--- src/hw/rtl/wtv_pkg.sv ---
// ============================================================================
// Wavetable tone voice package
// Shared payload types, command and status types, constants and the CORDIC
// angle table for the wavetable tone voice.
// ============================================================================
package wtv_pkg;

    localparam int TABLE_ENTRIES_DEF = 200;
    localparam int CORDIC_STEPS      = 30;
    localparam int DIV_STEPS         = 48;
    localparam int STEP_W            = 6;
    localparam int CFG_INDEX_W       = 4;
    localparam int CFG_DATA_W        = 41;

    typedef struct packed {
        logic [39:0]        sample_time;
        logic signed [23:0] mix_in_left;
        logic signed [23:0] mix_in_right;
    } wtv_in_t;

    typedef struct packed {
        logic signed [23:0] mix_out_left;
        logic signed [23:0] mix_out_right;
        logic               voice_finished;
    } wtv_out_t;

    typedef enum logic [CFG_INDEX_W-1:0] {
        CFG_PHASE_STEP   = 4'd0,
        CFG_GAIN_LEFT    = 4'd1,
        CFG_GAIN_RIGHT   = 4'd2,
        CFG_START_TIME   = 4'd3,
        CFG_HOLD_LENGTH  = 4'd4,
        CFG_ATTACK_LEN   = 4'd5,
        CFG_RELEASE_LEN  = 4'd6,
        CFG_DISTORTION   = 4'd7
    } wtv_cfg_idx_t;

    typedef enum logic [4:0] {
        DP_NOP,
        DP_INIT_LOAD,
        DP_ROT_STEP,
        DP_INIT_WR,
        DP_CAPTURE,
        DP_CHECK,
        DP_ENV_SETUP,
        DP_DIV_STEP,
        DP_ENV_DONE,
        DP_PHASE,
        DP_RD0,
        DP_RD1,
        DP_MUL1,
        DP_ASHIFT,
        DP_VNUM_LOAD,
        DP_VEC_STEP,
        DP_VDEN_LOAD,
        DP_DDIV_SETUP,
        DP_DIST_DONE,
        DP_GAIN_L,
        DP_ENV_L,
        DP_SUM_L,
        DP_GAIN_R,
        DP_ENV_R,
        DP_SUM_R,
        DP_ADVANCE,
        DP_DELIVER
    } wtv_op_t;

    typedef struct packed {
        wtv_op_t           op;
        logic [STEP_W-1:0] step;
    } wtv_cmd_t;

    typedef struct packed {
        logic init_last;
        logic live;
        logic dist_en;
    } wtv_status_t;

    function automatic logic [31:0] atan_turn(input logic [4:0] idx);
        logic [31:0] v;
        begin
            unique case (idx)
                5'd0:    v = 32'h20000000;
                5'd1:    v = 32'h12E4051E;
                5'd2:    v = 32'h09FB385B;
                5'd3:    v = 32'h051111D4;
                5'd4:    v = 32'h028B0D43;
                5'd5:    v = 32'h0145D7E1;
                5'd6:    v = 32'h00A2F61E;
                5'd7:    v = 32'h00517C55;
                5'd8:    v = 32'h0028BE53;
                5'd9:    v = 32'h00145F2F;
                5'd10:   v = 32'h000A2F98;
                5'd11:   v = 32'h000517CC;
                5'd12:   v = 32'h00028BE6;
                5'd13:   v = 32'h000145F3;
                5'd14:   v = 32'h0000A2FA;
                5'd15:   v = 32'h0000517D;
                5'd16:   v = 32'h000028BE;
                5'd17:   v = 32'h0000145F;
                5'd18:   v = 32'h00000A30;
                5'd19:   v = 32'h00000518;
                5'd20:   v = 32'h0000028C;
                5'd21:   v = 32'h00000146;
                5'd22:   v = 32'h000000A3;
                5'd23:   v = 32'h00000051;
                5'd24:   v = 32'h00000029;
                5'd25:   v = 32'h00000014;
                5'd26:   v = 32'h0000000A;
                5'd27:   v = 32'h00000005;
                5'd28:   v = 32'h00000003;
                5'd29:   v = 32'h00000001;
                default: v = 32'h00000000;
            endcase
            return v;
        end
    endfunction

endpackage

--- src/hw/rtl/wtv_ctrl.sv ---
// ============================================================================
// Wavetable tone voice controller
// Sequences the table build after reset and the per-item steps of the
// datapath, and owns both handshakes.
// ============================================================================
module wtv_ctrl (
    input  logic                 aclk,
    input  logic                 aresetn,
    input  logic                 s_valid,
    output logic                 s_ready,
    output logic                 m_valid,
    input  logic                 m_ready,
    input  wtv_pkg::wtv_status_t status,
    output wtv_pkg::wtv_cmd_t    cmd
);

    typedef enum logic [4:0] {
        S_INIT_LOAD, S_INIT_ROT, S_INIT_WR, S_IDLE, S_CHECK, S_BRANCH,
        S_ENV_SETUP, S_ENV_DIV, S_ENV_DONE, S_PHASE, S_RD0, S_RD1, S_MUL1,
        S_ASHIFT, S_VNUM_LOAD, S_VNUM, S_VDEN_LOAD, S_VDEN, S_DDIV_SETUP,
        S_DDIV, S_DIST_DONE, S_GAIN_L, S_ENV_L, S_SUM_L, S_GAIN_R, S_ENV_R,
        S_SUM_R, S_ADVANCE, S_DELIVER
    } state_t;

    localparam logic [wtv_pkg::STEP_W-1:0] CORDIC_LAST =
        wtv_pkg::STEP_W'(wtv_pkg::CORDIC_STEPS - 1);
    localparam logic [wtv_pkg::STEP_W-1:0] DIV_LAST =
        wtv_pkg::STEP_W'(wtv_pkg::DIV_STEPS - 1);

    state_t                     state_reg;
    logic [wtv_pkg::STEP_W-1:0] step_reg;
    logic                       m_valid_reg;
    logic                       out_free;

    assign out_free = !m_valid_reg || m_ready;
    assign s_ready  = (state_reg == S_IDLE);
    assign m_valid  = m_valid_reg;

    always_comb begin
        cmd.step = step_reg;
        unique case (state_reg)
            S_INIT_LOAD:  cmd.op = wtv_pkg::DP_INIT_LOAD;
            S_INIT_ROT:   cmd.op = wtv_pkg::DP_ROT_STEP;
            S_INIT_WR:    cmd.op = wtv_pkg::DP_INIT_WR;
            S_IDLE:       cmd.op = s_valid ? wtv_pkg::DP_CAPTURE : wtv_pkg::DP_NOP;
            S_CHECK:      cmd.op = wtv_pkg::DP_CHECK;
            S_BRANCH:     cmd.op = wtv_pkg::DP_NOP;
            S_ENV_SETUP:  cmd.op = wtv_pkg::DP_ENV_SETUP;
            S_ENV_DIV:    cmd.op = wtv_pkg::DP_DIV_STEP;
            S_ENV_DONE:   cmd.op = wtv_pkg::DP_ENV_DONE;
            S_PHASE:      cmd.op = wtv_pkg::DP_PHASE;
            S_RD0:        cmd.op = wtv_pkg::DP_RD0;
            S_RD1:        cmd.op = wtv_pkg::DP_RD1;
            S_MUL1:       cmd.op = wtv_pkg::DP_MUL1;
            S_ASHIFT:     cmd.op = wtv_pkg::DP_ASHIFT;
            S_VNUM_LOAD:  cmd.op = wtv_pkg::DP_VNUM_LOAD;
            S_VNUM:       cmd.op = wtv_pkg::DP_VEC_STEP;
            S_VDEN_LOAD:  cmd.op = wtv_pkg::DP_VDEN_LOAD;
            S_VDEN:       cmd.op = wtv_pkg::DP_VEC_STEP;
            S_DDIV_SETUP: cmd.op = wtv_pkg::DP_DDIV_SETUP;
            S_DDIV:       cmd.op = wtv_pkg::DP_DIV_STEP;
            S_DIST_DONE:  cmd.op = wtv_pkg::DP_DIST_DONE;
            S_GAIN_L:     cmd.op = wtv_pkg::DP_GAIN_L;
            S_ENV_L:      cmd.op = wtv_pkg::DP_ENV_L;
            S_SUM_L:      cmd.op = wtv_pkg::DP_SUM_L;
            S_GAIN_R:     cmd.op = wtv_pkg::DP_GAIN_R;
            S_ENV_R:      cmd.op = wtv_pkg::DP_ENV_R;
            S_SUM_R:      cmd.op = wtv_pkg::DP_SUM_R;
            S_ADVANCE:    cmd.op = wtv_pkg::DP_ADVANCE;
            S_DELIVER:    cmd.op = out_free ? wtv_pkg::DP_DELIVER : wtv_pkg::DP_NOP;
            default:      cmd.op = wtv_pkg::DP_NOP;
        endcase
    end

    always_ff @(posedge aclk) begin
        if (!aresetn) begin
            state_reg   <= S_INIT_LOAD;
            step_reg    <= '0;
            m_valid_reg <= 1'b0;
        end else begin
            if (state_reg == S_DELIVER && out_free) begin
                m_valid_reg <= 1'b1;
            end else if (m_valid_reg && m_ready) begin
                m_valid_reg <= 1'b0;
            end
            unique case (state_reg)
                S_INIT_LOAD: begin
                    step_reg  <= '0;
                    state_reg <= S_INIT_ROT;
                end
                S_INIT_ROT: begin
                    if (step_reg == CORDIC_LAST) begin
                        state_reg <= S_INIT_WR;
                    end else begin
                        step_reg <= step_reg + 1'b1;
                    end
                end
                S_INIT_WR:    state_reg <= status.init_last ? S_IDLE : S_INIT_LOAD;
                S_IDLE: begin
                    if (s_valid) begin
                        state_reg <= S_CHECK;
                    end
                end
                S_CHECK:      state_reg <= S_BRANCH;
                S_BRANCH:     state_reg <= status.live ? S_ENV_SETUP : S_DELIVER;
                S_ENV_SETUP: begin
                    step_reg  <= '0;
                    state_reg <= S_ENV_DIV;
                end
                S_ENV_DIV: begin
                    if (step_reg == DIV_LAST) begin
                        state_reg <= S_ENV_DONE;
                    end else begin
                        step_reg <= step_reg + 1'b1;
                    end
                end
                S_ENV_DONE:   state_reg <= S_PHASE;
                S_PHASE:      state_reg <= S_RD0;
                S_RD0:        state_reg <= S_RD1;
                S_RD1:        state_reg <= S_MUL1;
                S_MUL1:       state_reg <= S_ASHIFT;
                S_ASHIFT:     state_reg <= status.dist_en ? S_VNUM_LOAD : S_GAIN_L;
                S_VNUM_LOAD: begin
                    step_reg  <= '0;
                    state_reg <= S_VNUM;
                end
                S_VNUM: begin
                    if (step_reg == CORDIC_LAST) begin
                        state_reg <= S_VDEN_LOAD;
                    end else begin
                        step_reg <= step_reg + 1'b1;
                    end
                end
                S_VDEN_LOAD: begin
                    step_reg  <= '0;
                    state_reg <= S_VDEN;
                end
                S_VDEN: begin
                    if (step_reg == CORDIC_LAST) begin
                        state_reg <= S_DDIV_SETUP;
                    end else begin
                        step_reg <= step_reg + 1'b1;
                    end
                end
                S_DDIV_SETUP: begin
                    step_reg  <= '0;
                    state_reg <= S_DDIV;
                end
                S_DDIV: begin
                    if (step_reg == DIV_LAST) begin
                        state_reg <= S_DIST_DONE;
                    end else begin
                        step_reg <= step_reg + 1'b1;
                    end
                end
                S_DIST_DONE:  state_reg <= S_GAIN_L;
                S_GAIN_L:     state_reg <= S_ENV_L;
                S_ENV_L:      state_reg <= S_SUM_L;
                S_SUM_L:      state_reg <= S_GAIN_R;
                S_GAIN_R:     state_reg <= S_ENV_R;
                S_ENV_R:      state_reg <= S_SUM_R;
                S_SUM_R:      state_reg <= S_ADVANCE;
                S_ADVANCE:    state_reg <= S_DELIVER;
                S_DELIVER: begin
                    if (out_free) begin
                        state_reg <= S_IDLE;
                    end
                end
                default:      state_reg <= S_IDLE;
            endcase
        end
    end

endmodule

--- config.mk ---
export PLATFORM = sky130hd
export DESIGN_NAME = wtv_ctrl
export DESIGN_NICKNAME = d
export VERILOG_FILES = /design/src/hw/rtl/wtv_pkg.sv /design/src/hw/rtl/wtv_ctrl.sv
export SDC_FILE = /design/constraint.sdc
export NUM_CORES = 1
export LEC_CHECK = 0
export ABC_AREA = 0
export BUFFER_PORTS_ARGS = -buffer_cell sky130_fd_sc_hd__buf_2
export CORE_AREA = 2 2 47 49
export CTS_CLUSTER_SIZE = 30
export DETAILED_ROUTE_END_ITERATION = 8
export DIE_AREA = 0 0 49 51
export GPL_TIMING_DRIVEN = 1
export PLACE_DENSITY_LB_ADDON = 0.2
export REMOVE_ABC_BUFFERS = 1
export SLEW_MARGIN = 20
export SYNTH_ARGS = -nofsm -noshare
export SYNTH_HDL_FRONTEND = slang
export SYNTH_SLANG_ARGS = --single-unit
--- constraint.sdc ---
create_clock -name aclk -period 3.8 [get_ports aclk]
set_input_delay 0.76 -clock aclk [delete_from_list [all_inputs] [get_ports aclk]]
set_output_delay 0.76 -clock aclk [all_outputs]
set_load 0.05 [all_outputs]
==> flow_summary.yaml <==
clock_tree:
  clk_latency_ns: 0.27
  cts_sinks: 12
  cts_tree: "done"
  cts-htree-levels: 1
  clockRootBuffer: "clkbuf_4"
  cts_inserted_buffers: 3
  ctsResizeCount: 0
  clockBufferDepth: 2
  ctsHoldBuffers: 0
  clk_pin_slew_ns: 0.08
  cts_setup_buffers: 0
setup_path:
  cp_data_required_time_ns: 3.04
  cp_max_fo: 20
  crit_family: "flip-flops"
  path_cells: "inv_1 > nand2_1 > nor2_1 > a221oi_1 > o21ai_0 > buf_2"
  critPathBufInv: 2
  slowest_stage: "dfxtp_1"
  end_kind: "output port"
  start_kind: "flop"
  crit_arrival_ns: 2.13
  max_stage_delay_ns: 0.76
  criticalPathCategory: "reg -> out"
cells_and_area:
  nFillCells: 221
  fin_nets: 170
  largest_reg_flops: 6
  layout_commonest_cell: "buf_2"
  diodes: 0
  fin_area_um2: 1200
  drive_above_1_share_pct: 20.1
  area_delta_synth_final_pct: 9.34
  layout_common_cells: "19 x buf_2, 17 x o21ai_0, 12 x nand2_1, 12 x dfxtp_1, 10 x nor2_1"
sta:
  worst-slew-pin-transition_ns: 0.827
  fin_crit_sh_pct: 75.9
  finalSetupTns_ns: 0
  setup_viol: 0
  rsz0062_at_grt: "false"
  drv_slew: 0
  skew_ns: 0.00686
  slew_headroom_pct: 44.3
  fmaxAchievable_mhz: 347
  min_period_ns: 2.89
  hold_viol_final: 0
grt:
  grt_pass1_wl_um: 4420
  grt.overflow.total: 0
  grt_pass1_vias: 986
  grt_max_degree: 25
  grt_antenna_before_repair: 0
  grt_usage_pct: 22.2
synth:
  synthTopCellsByArea: "dfxtp_1 22%, o21ai_0 7.7%, a21oi_1 4.1%"
  avgSynthCellArea_um2: 7.52
  synth_top_cell_by_area: "dfxtp_1"
  yosys.area.top_type_share_pct: 21.9
  yosysUniqueCellTypes: 46
  yosysSeqAreaShare_pct: 21.9
  synthCells: 146
  yosys_most_used_dff: "dfxtp_1"
  syn-cell-area_um2: 1100
  synth_edf_count: 0
  yosys_warnings: 0
  async_flop_share_pct: 0
  synth-seq-cells: 12
routing:
  drt_iter0_drc: 30
  vias: 1124
  post_drt_wl_per_cell_um: 13.8
  wirelength_um: 2580
  ant_nets: 0
  via_per_inst: 6.01
  dr.pass1.iters: 4
  drc: 0
die:
  start_util_pct: 53.2
  die_w_um: 49
  die_area_um2: 2500
  core_area_um2: 2060
  ioPinCount: 20
  rows: 17
  die_y_um: 51
placed_design:
  portBuffers: 19
  place_hpwl_um: 1840
  postPlaceCellArea_um2: 1180
  gp_congestion: 0.856
job:
  cap_violations: 0
pwr:
  power_density_nw_per_um2: 543
  peakVddDrop_mv: 0.318
  p_leak_nw: 0.452
worst_hold_path:
  min_path_type: "reg -> reg"
status:
  outcome: "completed"
-- metal layers --
metal / vias up / part of all wire, % / global-route usage [%]
met5: - / 0 / 0
met3: 10 / 4.9 / 2.34
li1: 567 / - / -
met1: 508 / 49 / 32.0
met4: 0 / 2.8 / 11.4
met2: 39 / 43 / 32.6
-- kinds of logic (layout without fill, tap and decap cells) --
family	count (synthesis)	count (layout)	share of synthesized area (%)
XOR/XNOR	2	2	1.59
flip-flops	12	12	21.9
buffers and inverters	18	31	8.31
multiplexers	3	3	2.85
AO/OA/AOI/OAI	51	51	33.5
AND/OR/NAND/NOR	58	58	29.6
adder cells (fa/ha/maj)	2	2	2.28
-- cell usage after synthesis (3+ instances only) --
library cell,count
o21ai_0,17
dfxtp_1,12
nand2_1,12
nor2_1,10
a21oi_1,9
inv_1,7
or3_1,6
clkbuf_1,5
nand3_1,5
nor2b_1,5
nand2b_1,4
nor3_1,4
buf_6,3
o311ai_0,3
-- worst min-delay path: stages (launching register included) --
cell and delay [ns]:
dfxtp_1 0.35, o31ai_1 0.07, a21oi_1 0.06
-- layout make-up --
cell class / count / area, um2 / share of cell area, %
Multi-Input combinational cell: 116 / 767 / 63.9
Inverter: 7 / 26.3 / 2.19
Sequential cell: 12 / 240 / 20.0
Tap cell: 28 / 35.0 / 2.92
Clock buffer: 3 / 22.5 / 1.88
Timing Repair Buffer: 21 / 110 / 9.17
-- metrics by stage --
step	setup WS (ns)	instances	utilization (%)	hold WS (ns)	power [mW]
2_1_floorplan	0.387	135	-	0.657	0.484
3_3_place_gp	1.27	184	57.1	0.500	0.571
3_5_place_dp	1.24	184	57.1	0.519	0.573
4_1_cts	0.946	187	58.2	0.529	0.652
5_1_grt	0.727	187	58.2	0.581	0.702
6_report	0.914	187	58.2	0.528	0.653
-- final timing paths --
check             cells past startpoint                       from                         to  slack, ns
hold reg to reg                       2   step_reg[5]$_SDFFE_PN0P_   step_reg[5]$_SDFFE_PN0P_       0.53
hold / removal                        2   step_reg[5]$_SDFFE_PN0P_   step_reg[5]$_SDFFE_PN0P_       0.53
setup / recovery                      6  state_reg[3]$_SDFFE_PN0P_                     cmd[7]       0.91
setup reg to reg                      5  state_reg[3]$_SDFFE_PN0P_  state_reg[2]$_SDFFE_PN0P_       1.47
-- report_power, final --
group | switching [mW] | leakage [nW] | total (mW) | internal, mW
registers | 0.0594 | 0.0973 | 0.200 | 0.141
logic | 0.246 | 0.341 | 0.373 | 0.128
clock network | 0.0423 | 0.0138 | 0.0790 | 0.0367
total | 0.347 | 0.452 | 0.653 | 0.305
Power figures use the tool's default switching activity.
